$ cat config.mk
export PLATFORM = sky130hd
export DESIGN_NAME = disk_bit_shifter_sync_detect_core
export DESIGN_NICKNAME = d
export VERILOG_FILES = /design/src/dbssd_pkg.sv /design/src/disk_bit_shifter_sync_detect_core.sv
export SDC_FILE = /design/constraint.sdc
export NUM_CORES = 1
export LEC_CHECK = 0
export BUFFER_PORTS_ARGS = -buffer_cell sky130_fd_sc_hd__buf_2
export CORE_MARGIN = 5
export CORE_UTILIZATION = 55
export DETAILED_ROUTE_END_ITERATION = 8
export GPL_TIMING_DRIVEN = 0
export PLACE_DENSITY = 0.77
export REMOVE_ABC_BUFFERS = 1
export SYNTH_ARGS = -nofsm -noshare
export SYNTH_HDL_FRONTEND = slang
export SYNTH_SLANG_ARGS = --single-unit
$ cat constraint.sdc
create_clock -name clk -period 4.5 [get_ports clk]
set_input_delay 0.225 -clock clk [delete_from_list [all_inputs] [get_ports clk]]
set_output_delay 0.225 -clock clk [all_outputs]
set_load 0.01 [all_outputs]
$ cat src/dbssd_pkg.sv
// Shared constants for the disk bit shifter with sync detection.
// Used by the core and by its port checker; depends on nothing else.
`timescale 1ns / 1ps
`default_nettype none

package dbssd_pkg;

  // Request kinds carried on s_tuser.
  localparam logic [1:0] OP_TICK  = 2'd0;
  localparam logic [1:0] OP_READ  = 2'd1;
  localparam logic [1:0] OP_WRITE = 2'd2;

  // Configuration register indexes.
  localparam logic [2:0] CFG_ZONE0  = 3'd0;
  localparam logic [2:0] CFG_ZONE1  = 3'd1;
  localparam logic [2:0] CFG_ZONE2  = 3'd2;
  localparam logic [2:0] CFG_ZONE3  = 3'd3;
  localparam logic [2:0] CFG_SPINUP = 3'd4;

  localparam int CYC_W  = 6;
  localparam int SPIN_W = 24;

  localparam logic [CYC_W-1:0]  ZONE0_RESET  = 6'd32;
  localparam logic [CYC_W-1:0]  ZONE1_RESET  = 6'd30;
  localparam logic [CYC_W-1:0]  ZONE2_RESET  = 6'd28;
  localparam logic [CYC_W-1:0]  ZONE3_RESET  = 6'd26;
  localparam logic [SPIN_W-1:0] SPINUP_RESET = 24'd1000000;

  // A zone count of zero selects the fastest standard rate; small counts clamp.
  localparam logic [CYC_W-1:0] CYC_ZERO_DEFAULT = 6'd26;
  localparam logic [CYC_W-1:0] CYC_MIN          = 6'd8;
  localparam logic [6:0]       ACC_STEP         = 7'd8;
  localparam logic [3:0]       BITS_PER_BYTE    = 4'd8;
  localparam logic [9:0]       SYNC_ONES        = 10'h3FF;

  // Bit positions of the result fields in m_tdata.
  localparam int OUT_BYTE_READY = 0;
  localparam int OUT_PORT_LO    = 1;
  localparam int OUT_IN_SYNC    = 9;
  localparam int OUT_OVERFLOW   = 10;
  localparam int OUT_HEAD_ADV   = 11;
  localparam int OUT_PAINT_EN   = 12;
  localparam int OUT_PAINT_BIT  = 13;
  localparam int OUT_WRITE_MODE = 14;
  localparam int OUT_SPINDLE    = 15;

  function automatic logic [CYC_W-1:0] zone_count(input logic [CYC_W-1:0] c);
    logic [CYC_W-1:0] r;
    if (c == '0) begin
      r = CYC_ZERO_DEFAULT;
    end else if (c < CYC_MIN) begin
      r = CYC_MIN;
    end else begin
      r = c;
    end
    return r;
  endfunction

endpackage

`default_nettype wire

$ cat src/disk_bit_shifter_sync_detect_core.sv
// Floppy flux-side read/write shifter with sync detection, one request per tick.
// The result of each request is registered into m_tdata when the request is accepted.
// Throughput: one request per cycle; a waiting result does not block the next
// request as long as m_tready takes it in the same cycle.
// Reset (synchronous, active high) clears all state but m_tdata and loads the default zone
// counts and spin-up delay; no clearing pass follows.
`timescale 1ns / 1ps
`default_nettype none

module disk_bit_shifter_sync_detect_core (
  input  wire logic        clk,
  input  wire logic        rst,
  // s_tdata, low bit up: write_value[7:0], motor_request, write_request,
  // zone_select[1:0], flux_bit, track_present, media_valid, write_protect
  input  wire logic        s_tvalid,
  output logic             s_tready,
  input  wire logic [15:0] s_tdata,
  // s_tuser: operation[1:0]
  input  wire logic [1:0]  s_tuser,
  // m_tdata, low bit up: byte_ready, port_data[7:0], in_sync, overflow_pulse,
  // head_advance, paint_enable, paint_bit, write_mode, spindle_ready
  output logic             m_tvalid,
  input  wire logic        m_tready,
  output logic [15:0]      m_tdata,
  input  wire logic        cfg_valid,
  output logic             cfg_ready,
  input  wire logic [2:0]  cfg_index,
  input  wire logic [dbssd_pkg::SPIN_W-1:0] cfg_data
);

  import dbssd_pkg::*;

  logic [CYC_W-1:0]  cyc_zone [4];
  logic [SPIN_W-1:0] spinup_ticks;

  logic              motor_running, spindle_ok, write_active, sync_flag, ready_flag;
  logic              last_out_bit;
  logic [SPIN_W-1:0] spin_left;
  logic [6:0]        rate_acc;
  logic [9:0]        sync_window;
  logic [3:0]        bit_count, out_bits_left;
  logic [7:0]        read_shift, data_latch, out_shift;

  logic              motor_running_next, spindle_ok_next, write_active_next;
  logic              sync_flag_next, ready_flag_next, last_out_bit_next;
  logic [SPIN_W-1:0] spin_left_next;
  logic [6:0]        rate_acc_next;
  logic [9:0]        sync_window_next;
  logic [3:0]        bit_count_next, out_bits_left_next;
  logic [7:0]        read_shift_next, data_latch_next, out_shift_next;
  logic [15:0]       result_next;

  logic [7:0] in_wval;
  logic       in_motor, in_wreq, in_flux, in_trk, in_media, in_wprot;
  logic [1:0] in_zone;
  logic       accept;

  assign in_wval  = s_tdata[7:0];
  assign in_motor = s_tdata[8];
  assign in_wreq  = s_tdata[9];
  assign in_zone  = s_tdata[11:10];
  assign in_flux  = s_tdata[12];
  assign in_trk   = s_tdata[13];
  assign in_media = s_tdata[14];
  assign in_wprot = s_tdata[15];

  assign s_tready  = !m_tvalid || m_tready;
  assign accept    = s_tvalid && s_tready;
  assign cfg_ready = 1'b1;

  always_comb begin
    logic             want, bit_val, pulse, adv, paint, pbit;
    logic [CYC_W-1:0] cpb;
    logic [6:0]       acc_sum;

    motor_running_next = motor_running;
    spindle_ok_next    = spindle_ok;
    write_active_next  = write_active;
    sync_flag_next     = sync_flag;
    ready_flag_next    = ready_flag;
    last_out_bit_next  = last_out_bit;
    spin_left_next     = spin_left;
    rate_acc_next      = rate_acc;
    sync_window_next   = sync_window;
    bit_count_next     = bit_count;
    out_bits_left_next = out_bits_left;
    read_shift_next    = read_shift;
    data_latch_next    = data_latch;
    out_shift_next     = out_shift;
    want    = 1'b0;
    bit_val = 1'b0;
    pulse   = 1'b0;
    adv     = 1'b0;
    paint   = 1'b0;
    pbit    = 1'b0;
    cpb     = zone_count(cyc_zone[in_zone]);
    acc_sum = rate_acc + ACC_STEP;

    unique case (s_tuser)
      OP_READ: begin
        if (!write_active) begin
          ready_flag_next = 1'b0;
        end
      end
      OP_WRITE: begin
        if (write_active) begin
          out_shift_next     = in_wval;
          out_bits_left_next = BITS_PER_BYTE;
          ready_flag_next    = 1'b0;
          data_latch_next    = in_wval;
        end
      end
      OP_TICK: begin
        if (in_motor && !motor_running) begin
          spin_left_next  = spinup_ticks;
          spindle_ok_next = 1'b0;
        end
        if (!in_motor) begin
          spindle_ok_next = 1'b0;
          spin_left_next  = '0;
        end
        motor_running_next = in_motor;

        want = in_wreq && spindle_ok_next;
        if (want && !write_active) begin
          write_active_next  = 1'b1;
          out_bits_left_next = '0;
          bit_count_next     = '0;
          ready_flag_next    = 1'b1;
          pulse              = 1'b1;
          sync_flag_next     = 1'b0;
        end else if (!want && write_active) begin
          write_active_next  = 1'b0;
          out_bits_left_next = '0;
          bit_count_next     = '0;
        end

        if (in_motor && !spindle_ok_next) begin
          if (spin_left_next != '0) begin
            spin_left_next = spin_left_next - 1'b1;
          end
          if (spin_left_next == '0) begin
            spindle_ok_next = 1'b1;
          end
        end

        if (spindle_ok_next && in_media) begin
          rate_acc_next = acc_sum;
          if (acc_sum >= {1'b0, cpb}) begin
            rate_acc_next = acc_sum - {1'b0, cpb};
            if (write_active_next) begin
              if (!in_wprot) begin
                if (out_bits_left_next != '0) begin
                  bit_val            = out_shift_next[7];
                  out_shift_next     = {out_shift_next[6:0], 1'b0};
                  out_bits_left_next = out_bits_left_next - 1'b1;
                  last_out_bit_next  = bit_val;
                  bit_count_next     = '0;
                  if (in_trk) begin
                    paint = 1'b1;
                    pbit  = bit_val;
                  end
                  if (out_bits_left_next == '0) begin
                    ready_flag_next = 1'b1;
                    pulse           = 1'b1;
                  end
                end else begin
                  // No byte latched: keep driving the last bit and time an idle byte.
                  bit_val        = last_out_bit_next;
                  bit_count_next = bit_count_next + 1'b1;
                  if (bit_count_next >= BITS_PER_BYTE) begin
                    bit_count_next  = '0;
                    ready_flag_next = 1'b1;
                    pulse           = 1'b1;
                  end
                end
                sync_window_next = {sync_window_next[8:0], bit_val};
                sync_flag_next   = (sync_window_next == SYNC_ONES);
              end else if (out_bits_left_next != '0) begin
                out_shift_next     = {out_shift_next[6:0], 1'b0};
                out_bits_left_next = out_bits_left_next - 1'b1;
                if (out_bits_left_next == '0) begin
                  ready_flag_next = 1'b1;
                  pulse           = 1'b1;
                end
              end
            end else begin
              bit_val          = in_trk && in_flux;
              sync_window_next = {sync_window_next[8:0], bit_val};
              sync_flag_next   = (sync_window_next == SYNC_ONES);
              if (sync_flag_next) begin
                bit_count_next  = '0;
                read_shift_next = '0;
              end else begin
                read_shift_next = {read_shift_next[6:0], bit_val};
                bit_count_next  = bit_count_next + 1'b1;
                if (bit_count_next >= BITS_PER_BYTE) begin
                  bit_count_next  = '0;
                  data_latch_next = read_shift_next;
                  ready_flag_next = 1'b1;
                  pulse           = 1'b1;
                end
              end
            end
            adv = in_trk;
          end
        end
      end
      default: begin
      end
    endcase

    result_next = {spindle_ok_next, write_active_next, pbit, paint, adv, pulse,
                   sync_flag_next, data_latch_next, ready_flag_next};
  end

  always_ff @(posedge clk) begin
    if (rst) begin
      cyc_zone[0]  <= ZONE0_RESET;
      cyc_zone[1]  <= ZONE1_RESET;
      cyc_zone[2]  <= ZONE2_RESET;
      cyc_zone[3]  <= ZONE3_RESET;
      spinup_ticks <= SPINUP_RESET;
    end else if (cfg_valid && cfg_ready) begin
      unique case (cfg_index)
        CFG_ZONE0:  cyc_zone[0]  <= cfg_data[CYC_W-1:0];
        CFG_ZONE1:  cyc_zone[1]  <= cfg_data[CYC_W-1:0];
        CFG_ZONE2:  cyc_zone[2]  <= cfg_data[CYC_W-1:0];
        CFG_ZONE3:  cyc_zone[3]  <= cfg_data[CYC_W-1:0];
        CFG_SPINUP: spinup_ticks <= cfg_data;
        default: begin
        end
      endcase
    end
  end

  always_ff @(posedge clk) begin
    if (rst) begin
      motor_running <= 1'b0;
      spindle_ok    <= 1'b0;
      write_active  <= 1'b0;
      sync_flag     <= 1'b0;
      ready_flag    <= 1'b0;
      last_out_bit  <= 1'b0;
      spin_left     <= '0;
      rate_acc      <= '0;
      sync_window   <= '0;
      bit_count     <= '0;
      out_bits_left <= '0;
      read_shift    <= '0;
      data_latch    <= '0;
      out_shift     <= '0;
      m_tvalid      <= 1'b0;
    end else begin
      if (accept) begin
        motor_running <= motor_running_next;
        spindle_ok    <= spindle_ok_next;
        write_active  <= write_active_next;
        sync_flag     <= sync_flag_next;
        ready_flag    <= ready_flag_next;
        last_out_bit  <= last_out_bit_next;
        spin_left     <= spin_left_next;
        rate_acc      <= rate_acc_next;
        sync_window   <= sync_window_next;
        bit_count     <= bit_count_next;
        out_bits_left <= out_bits_left_next;
        read_shift    <= read_shift_next;
        data_latch    <= data_latch_next;
        out_shift     <= out_shift_next;
        m_tvalid      <= 1'b1;
      end else if (m_tready) begin
        m_tvalid <= 1'b0;
      end
    end
  end

  always_ff @(posedge clk) begin
    if (accept) begin
      m_tdata <= result_next;
    end
  end

endmodule

`default_nettype wire

; ---- After elaboration in Yosys (flattened, before gate mapping)
; Memory sizes are Yosys's and may differ from the RTL's.
; Cells that the tools add are included.
[word_totals]
ff_bits = 118
mem_bits_rw = 24
input_bits = 50
output_inout_bits = 19
wordCells = 205
memories = 1
[mem_list]
columns = name, words, word_bits, read_ports, rd_clocked_by_memory_dff, wr, line_no
row1 = cyc_zone, 4, 6, 1, 0, 4, disk_bit_shifter_sync_detect_core.sv:33  ; logic [CYC_W-1:0] cyc_zone [4];
[op_classes]
addsub = 5
order_cmp = 3
n_eq_ne = 14
muxes = 116
bitwise_logic = 11
reduce_logical = 34
[ops]
columns = operator, n
row1 = $mux 24, 7
row2 = $mux 8, 11
row3 = $mux 4, 18
row4 = $mux 1, 66
row5 = $mux 6, 6
row6 = $pmux 8 s2, 2
row7 = $logic_not 24->1, 1
row8 = $reduce_bool 24->1, 1
row9 = $sub 24x1->24 const B, 1
row10 = $eq 10x10->1 const B, 2
row11 = $mux 9, 2
row12 = $mux 7, 2
row13 = $ne 2x2->1 const B, 6
row14 = $reduce_and 5->1, 2
row15 = $reduce_and 3->1, 3
row16 = $logic_and 1x1->1, 8
row17 = $pmux 4 s2, 1
row18 = $add 7x4->7 const B, 1
row19 = $ge 7x6->1, 1
row20 = $not 1->1, 7
row21 = $reduce_and 7->1, 1
row22 = $reduce_or 7->1, 1
row23 = $sub 7x6->7, 1
row24 = $eq 3x2->1 const B, 2
row25 = 21 further kinds, 30

; ---- Longest topological paths before layout
; Gate-level depths: netlist (run 1).
[logic_depth]
ltp_word = 24
depth_mapped = 20
ltp_nobuf = 17

; ---- Least setup slack after synthesis (run 1)
; Ideal clock, no wire load.
[synth_timing]
kind = in2reg
startpoint = input s_tdata[10]
endpoint = register m_tdata[9], data pin
setup_ns = 0.257
arrival_ns = 4.473
t_required_ns = 4.243
setup_slack_ns = -0.230
stages = 19
path_buffers = 2
path_cell_list = clkbuf_1 mux4_2 or3_1 nor4_1 a21o_1 inv_1 ha_1 nor2b_1 o21ai_0 a21boi_0 o21ai_0 a21boi_0 or2_2 clkbuf_1 nand2_1 nor4_1 nor3_1 o21ai_0 a32o_1
[synth_via]
elab_chain_cells = 8
elab_cells_between_ends = 9
cone_classes = order compare (2) / mux (5) / reduce/logical (1) / memory (1)
[synth_lines]
columns = item, line_no
row1 = "start, declared", disk_bit_shifter_sync_detect_core.sv:17  ; input wire logic [15:0] s_tdata,
row2 = $mem_v2 4x6 *, --
row3 = $lt 6x4->1, dbssd_pkg.sv:51  ; end else if (c < CYC_MIN) begin
row4 = $mux 6, dbssd_pkg.sv:51
row5 = $mux 6 *, dbssd_pkg.sv:49  ; if (c == '0) begin
row6 = $ge 7x6->1 *, disk_bit_shifter_sync_detect_core.sv:149  ; if (acc_sum >= {1'b0, cpb}) begin
row7 = $mux 1 *, disk_bit_shifter_sync_detect_core.sv:149
row8 = $mux 1 *, disk_bit_shifter_sync_detect_core.sv:147  ; if (spindle_ok_next && in_media) begin
row9 = $mux 1 *, disk_bit_shifter_sync_detect_core.sv:99  ; unique case (s_tuser)
row10 = net sync_flag_next, disk_bit_shifter_sync_detect_core.sv:45  ; logic sync_flag_next, ready_flag_next, last_out_bit_next;
row11 = "end signal, assigned", disk_bit_shifter_sync_detect_core.sv:279  ; m_tdata <= result_next;
row12 = "end, declared", disk_bit_shifter_sync_detect_core.sv:24  ; output logic [15:0] m_tdata,
; The timed path passes the listed nets; every way through them passes the cells marked *.
; A chain may end at the register's enable or synchronous reset.

; ---- Worst setup path after layout (run 1)
[layout_timing]
startpoint = register motor_running
endpoint = register m_tdata[4], data pin
[layout_via]
elab_chain_cells = 19
elab_cells_between_ends = 38
cone_classes = add/sub (2) / order compare (1) / mux (24) / reduce/logical (11)
[layout_lines]
columns = item, line_no
row1 = "start, declared", disk_bit_shifter_sync_detect_core.sv:36  ; logic motor_running, spindle_ok, write_active, sync_flag, ready_flag;
row2 = "start signal, assigned", disk_bit_shifter_sync_detect_core.sv:256  ; motor_running <= motor_running_next;
row3 = $logic_not 1->1 *, disk_bit_shifter_sync_detect_core.sv:114  ; if (in_motor && !motor_running) begin
row4 = $logic_and 1x1->1 *, disk_bit_shifter_sync_detect_core.sv:114
row5 = "parallel branches: the longest is 15 deep, another holds $sub 24x1->24", --
row6 = $mux 8 *, disk_bit_shifter_sync_detect_core.sv:147
row7 = $pmux 8 s2 *, disk_bit_shifter_sync_detect_core.sv:99
row8 = net data_latch_next[3], disk_bit_shifter_sync_detect_core.sv:50  ; logic [7:0] read_shift_next, data_latch_next, out_shift_next;
; Mark *: on every way through the listed nets, which the timed path passes. The select of a mux whose other input is x is not followed.

==> results of run 1 <==
## worst min-delay path by stage
stage / endpoint / slack (ns) / cells after the start
final: spinup_ticks[6] / 0.008 / 3
after global routing: spinup_ticks[6] / 0.007 / 3
after CTS: spinup_ticks[6] / 0.0003 / 3
after detailed placement: spinup_ticks[6] / 0.44 / 3
after global placement: spinup_ticks[14] / 0.44 / 3
after floorplan: bit_count[1] / 0.29 / 1
## placed cells by master, fill, tap and decap left out, types with 15 or more instances in the layout
cell       instances
a211oi_1          24
a21oi_1           50
and3_1            17
buf_2             66
buf_4             21
clkbuf_16         17
dfxtp_1          101
edfxtp_1          40
inv_1             24
mux2_2            15
mux2i_1           23
nand2_1          152
nand3_1           38
nor2_1           100
nor3_1            18
o21ai_0           28
xnor2_1           19
## flip-flops by register name (all words and copies together) (netlist names)
register / count
motor_running: 1
out_bits_left: 4
ready_flag: 1
spindle_ok: 1
write_active: 1
sync_flag: 1
rate_acc: 7
spinup_ticks: 24
cyc_zone: 24
bit_count: 4
out_shift: 8
read_shift: 7
m_tdata: 16
data_latch: 8
m_tvalid: 1
spin_left: 24
last_out_bit: 1
sync_window: 9
## synth_stat cells, drive strengths merged, types with 6 or more instances
library cell	number	area, µm²
a211oi	24	180
a21o	6	45.0
a21oi	52	272
a311oi	9	85.1
and2	13	81.3
and3	17	106
buf	20	133
clkbuf	38	143
dfxtp	102	2040
edfxtp	40	1200
ha	12	150
inv	25	93.8
mux2	19	221
mux2i	23	230
mux4	6	135
nand2	154	581
nand2b	9	58.8
nand3	42	220
nand4	15	100
nor2	102	385
nor2b	10	62.6
nor3	23	153
nor4	11	90.1
o21ai	38	198
o221a	7	78.8
o221ai	9	85.1
o22ai	7	50.1
o311ai	6	77.6
or2	13	81.3
or3	14	92.6
xnor2	20	183
xor2	11	96.3
## routing by layer
| layer | vias to the layer above | wire, µm | global-route usage |
|---|---|---|---|
| met4 | 0 | 481 | 0.0889 |
| met1 | 3499 | 9310 | 0.295 |
| met3 | 40 | 1160 | 0.0487 |
| met5 | - | 0 | 0 |
| li1 | 3625 | - | - |
| met2 | 272 | 9630 | 0.372 |
## final cells by class
type | count | area (µm²) | share of cell area
Timing Repair Buffer | 91 | 566 | 0.0594
Multi-Input combinational cell | 739 | 4830 | 0.507
Clock inverter | 11 | 118 | 0.0123
Clock buffer | 21 | 440 | 0.0462
Inverter | 25 | 93.8 | 0.00985
Tap cell | 188 | 235 | 0.0247
Sequential cell | 142 | 3250 | 0.341
## stage by stage
stage               setup slack, ns  total power [µW]  hold slack (ns)  std cells
floorplan                    -0.473              1650            0.294        905
global placement              -1.63              1770            0.435       1160
detailed placement           -0.725              1780            0.438       1162
CTS                          0.0687              3130         0.000295       1203
global route                 0.0385              3260          0.00667       1217
finish                        0.200              3130          0.00842       1217
## worst min-delay path, stage by stage
cell and delay [ns]:
buf_2 0.07, nand2_1 0.04, nand3_1 0.06
## report_power, final
group / total (µW) / internal, µW / switching, µW
Clock: 1350 / 811 / 536
Sequential: 1380 / 1360 / 24.5
Combinational: 404 / 157 / 247
## kinds of logic (layout without fill, tap and decap cells)
logic type                 count (synthesis)  in the layout  share of synthesized area
and+or+nand+nor                          437            437                      0.258
AOI/OAI and AO/OA                        208            209                      0.182
DFF                                      142            142                      0.390
buffers and inverters                     83            148                     0.0444
muxes                                     48             48                     0.0706
xor gates and xnor gates                  31             31                     0.0336
adders and majority gates                 13             13                     0.0205
other                                      1              1                   0.000451
## repair_timing
action                                  in CTS  in global routing
resized for setup                           12                 11
buffers inserted                             8                 13
endpoints found under the setup margin      57                 50
pin swaps                                    4                  7
hold buffers                                 1                  0
endpoints found under the hold margin        1                  0
cloned                                       0                  1
==> impl_metrics.json, run 1 <==
{
  "outcome": "finished clean",
  "max_slew.worst_pin.slew_ns": 1.29,
  "cts_tree": "yes",
  "pin_count": 69,
  "ys_seq_area_frac": 0.390,
  "min_from": "cfg_data[6]",
  "critPathCaptureType": "flop",
  "synthesis.area_um2": 8310,
  "drive_gt1_frac": 0.190,
  "grt_max_degree": 86,
  "postRouteWirelength_mm": 20.6,
  "syn_inst": 963,
  "ant_nets": 0,
  "finalWeightedCongestion": 0.905,
  "tns_ns": 0,
  "fin_skew_ns": 0.0120,
  "antenna_found_initial": 0,
  "remaining_drc_errors": 0,
  "h-tree-depth": 4,
  "arrival_ns": 4.59,
  "finalSetupViolations": 0,
  "viasPerCell": 6.11,
  "worst_ir_drop_vdd_uv": 273,
  "synthFlopType": "dfxtp_1",
  "timing.final.hold_violations": 0,
  "synth_seq_cells": 142,
  "r2r-start": "motor_running",
  "drt_pass1_iterations": 8,
  "cp_num_buf_inv": 3,
  "finalCritPeriodShare": 0.955,
  "hold_class": "in2reg",
  "grt_pass1_vias": 6862,
  "async_flop_share": 0,
  "max_stage_delay_ns": 0.56,
  "initial_core_util": 0.553,
  "max_freq_mhz": 233,
  "dp_hpwl_mm": 13.4,
  "cp_max_fo": 24,
  "cp_top_family": "simple AND/OR/NAND/NOR gates",
  "drt_iter0_drc": 669,
  "die_area_um2": 17700,
  "reg2reg_slack_ns": 0.20,
  "crit_type": "reg2reg",
  "rsz0062_at_grt": "false",
  "yosysWarnings": 0,
  "cp-endpoint": "m_tdata[4]",
  "port_buffers": 67,
  "clk_latency_ns": 0.43,
  "groute.usage.overall": 0.228,
  "cap_violations": 0,
  "die_y_um": 133,
  "vias": 7436,
  "leakagePower_uw": 0.00354,
  "grt_pass1_wl_mm": 33.3,
  "reg2reg_depth": 16,
  "start_kind": "flop",
  "num_rows": 45,
  "core-area_um2": 15000,
  "relSlewSlack": 0.137,
  "antenna_cells": 0,
  "period_minus_slack_ns": 4.30,
  "clkTransAtPathRegs_ns": 0.07,
  "drv_slew": 0,
  "dpl_cell_area_um2": 8670,
  "r2r-end": "m_tdata[4]",
  "cts_root_buf": "clkbuf_16",
  "cts_made_buffers": 17,
  "finalInstanceArea_um2": 9530,
  "area_delta_synth_final_pct": 14.6,
  "nNetsFinal": 1079,
  "syn_area_per_cell_um2": 8.63,
  "synth_edf_count": 40,
  "clock_path_buffers": 2,
  "wire_per_inst_um": 16.9,
  "cp_slowest_cell": "or4_4",
  "nFillCells": 1282,
  "die_w_um": 133,
  "grt-ovfl-total": 0,
  "utilization": 0.634,
  "crit_path_start": "motor_running",
  "ys_types": 99,
  "critical_path_depth": 16,
  "cts_sinks": 142,
  "pwr_density_cell_nw_per_um2": 329,
  "required_ns": 4.79,
  "critical_path.cell_chain": "buf_16 > mux2_2 > nand2_1 > ha_2 > o221ai_2 > nor3_4 > buf_4 > nand4_1 > xnor2_1 > nand4_1 > nor4_4 > buf_4 > a31oi_4 > or4_4 > a21oi_4 > o221a_1"
}
Note: power is estimated with default switching activity, not from simulation.
==> inputs of run 2 (changes only) <==
--- a/config.mk
+++ b/config.mk
@@ -10,7 +10,7 @@
 export CORE_UTILIZATION = 55
 export DETAILED_ROUTE_END_ITERATION = 8
 export GPL_TIMING_DRIVEN = 0
-export PLACE_DENSITY = 0.77
+export PLACE_DENSITY_LB_ADDON = 0.08
 export REMOVE_ABC_BUFFERS = 1
 export SYNTH_ARGS = -nofsm -noshare
 export SYNTH_HDL_FRONTEND = slang
==> constraint.sdc (replaced) <==
create_clock -name clk -period 3.9 [get_ports clk]
set_input_delay 0.195 -clock clk [delete_from_list [all_inputs] [get_ports clk]]
set_output_delay 0.195 -clock clk [all_outputs]
set_load 0.01 [all_outputs]
==> run 2 against run 1 <==
  * The flow now finishes with violations (setup timing)
  * Total power rose by 25%
  * Largest cell class unchanged
  * Sequential power rose by 16%
  * Non-clock buffer count rose by 40
  * Routed wire length rose by 6.1%
  * Design area rose by 8.4%
  * Cell count rose by 3.2%
  * Clock skew fell by 0.0050 ns
  * Maximum frequency rose by 7.2%
==> impl_metrics.json, run 2 (synthesis results as in run 1) <==
{
  "drt_iter0_drc": 700,
  "cts_sinks": 142,
  "cap_violations": 0,
  "multiInputGateArea_um2": 5150,
  "arrival_ns": 4.30,
  "dp_hpwl_mm": 13.9,
  "r2r-start": "cyc_zone[3][5]",
  "max_slew.worst_pin.slew_ns": 1.41,
  "outcome": "finished, violations left",
  "clk_latency_ns": 0.42,
  "final_common_cell": "nand2_1",
  "dp_cells": 1163,
  "period_minus_slack_ns": 4.01,
  "clkTransAtPathRegs_ns": 0.06,
  "antenna_cells": 0,
  "top_regs": "cyc_zone (24), spin_left (24), spinup_ticks (24)",
  "worst_ir_drop_vdd_uv": 279,
  "regArea_um2": 3250,
  "min_to": "spinup_ticks[20]",
  "vias": 7597,
  "clock_path_buffers": 2,
  "cts_root_buf": "clkbuf_16",
  "finalInstanceArea_um2": 10300,
  "finalWeightedCongestion": 0.886,
  "cts_made_buffers": 17,
  "dpl_cell_area_um2": 8680,
  "core-area_um2": 15000,
  "total_power_uw": 3920,
  "min_from": "cfg_data[20]",
  "pin_count": 69,
  "final_cell_mix": "nand2_1 (150), dfxtp_1 (101), nor2_1 (94), buf_2 (66), a21oi_1 (46)",
  "cts_tree": "yes",
  "drt_pass1_iterations": 5,
  "grt-ovfl-total": 0,
  "h-tree-depth": 4,
  "antenna_found_initial": 0,
  "required_ns": 4.19,
  "max_freq_mhz": 249,
  "wire_per_inst_um": 17.4,
  "groute.usage.overall": 0.234,
  "cp_max_fo": 10,
  "r2r-end": "m_tdata[6]",
  "initial_core_util": 0.553,
  "nFillCells": 1211,
  "crit_type": "reg2reg",
  "violations": "setup timing",
  "port_buffers": 67,
  "ant_nets": 0,
  "drv_slew": 0,
  "grt_pass1_vias": 6922,
  "die_area_um2": 17700,
  "holdWs_ns": 0.00913,
  "postRouteWirelength_mm": 21.8,
  "instances_no_fill": 1256,
  "relSlewSlack": 0.0555,
  "critPathCaptureType": "flop",
  "nNetsFinal": 1118,
  "timing.final.hold_violations": 0,
  "viasPerCell": 6.05,
  "pwr_density_cell_nw_per_um2": 380,
  "leakagePower_uw": 0.00387,
  "area_delta_synth_final_pct": 24.3,
  "fin_skew_ns": 0.00704,
  "reg2reg_slack_ns": -0.11,
  "die_y_um": 133,
  "pre_cts_ws_ns": -1.32,
  "finalSetupViolations": 18,
  "grt_max_degree": 54,
  "die_w_um": 133,
  "finalWorstSetupSlack_ns": -0.109,
  "start_kind": "flop",
  "hold_path_depth": 3,
  "grt_pass1_wl_mm": 34.4,
  "rsz0062_at_grt": "true",
  "finalCritPeriodShare": 1.03,
  "remaining_drc_errors": 0,
  "num_rows": 45,
  "reg2reg_depth": 16,
  "hold_class": "in2reg",
  "drive_gt1_frac": 0.252
}
## run 2: repair_timing
item / CTS / global route
hold buffers: 10 / 0
cloned: 0 / 3
endpoints found under the hold margin: 10 / 0
setup buffers: 28 / 21
endpoints found under the setup margin: 66 / 62
pin swaps: 30 / 43
resized for setup: 35 / 56
## run 2: metrics by stage
stage                     TNS [ns]   util
after floorplan             -45.97      -
after global placement     -135.95  0.572
after detailed placement    -63.77  0.578
after CTS                   -0.494  0.652
after global routing         -6.98  0.687
final                       -0.979  0.687
## run 2: final cells by class
| cell class | count | share of cell area |
|---|---|---|
| multi-input combinational | 738 | 0.498 |
| sequential | 142 | 0.314 |
| timing repair buffer | 131 | 0.0929 |
| clock buffer | 18 | 0.0416 |
| tap | 188 | 0.0228 |
| clock inverter | 14 | 0.0207 |
| inverter | 25 | 0.00909 |
## run 2: worst max-delay path, cell delays in order (launching register included)
cell and delay (ns):
edfxtp_1 0.37, mux4_2 0.53, or3_4 0.43, nor4_4 0.24, a21o_1 0.17, inv_2 0.06
ha_4 0.26, nor2b_4 0.13, o21ai_2 0.07, a21boi_2 0.15, o21ai_1 0.08, a21boi_1 0.18
or2_4 0.19, nand2_8 0.09, or4_4 0.45, a21oi_4 0.25, o221a_1 0.24
## run 2: layer usage
metal	routed length, µm	global-route usage
met5	0	0
met4	342	0.0624
met3	1150	0.0414
met2	10500	0.378
met1	9820	0.326
## run 2: worst max path at each step
| stage | start | to | slack [ns] |
|---|---|---|---|
| floorplan | motor_running | m_tdata[2] | -1.07 |
| global placement | motor_running | bit_count[1] | -2.35 |
| detailed placement | s_tdata[10] | out_shift[2] | -1.32 |
| CTS | cyc_zone[3][4] | m_tdata[6] | -0.07 |
| global route | cyc_zone[0][5] | m_tdata[6] | -0.23 |
| finish | cyc_zone[3][5] | m_tdata[6] | -0.11 |
## run 2: power breakdown
part	internal, µW	switching, µW	leakage [µW]
logic	224	312	0.00233
registers	1570	29.8	0.00122
clock network	1140	650	0.000315
total	2930	992	0.00387
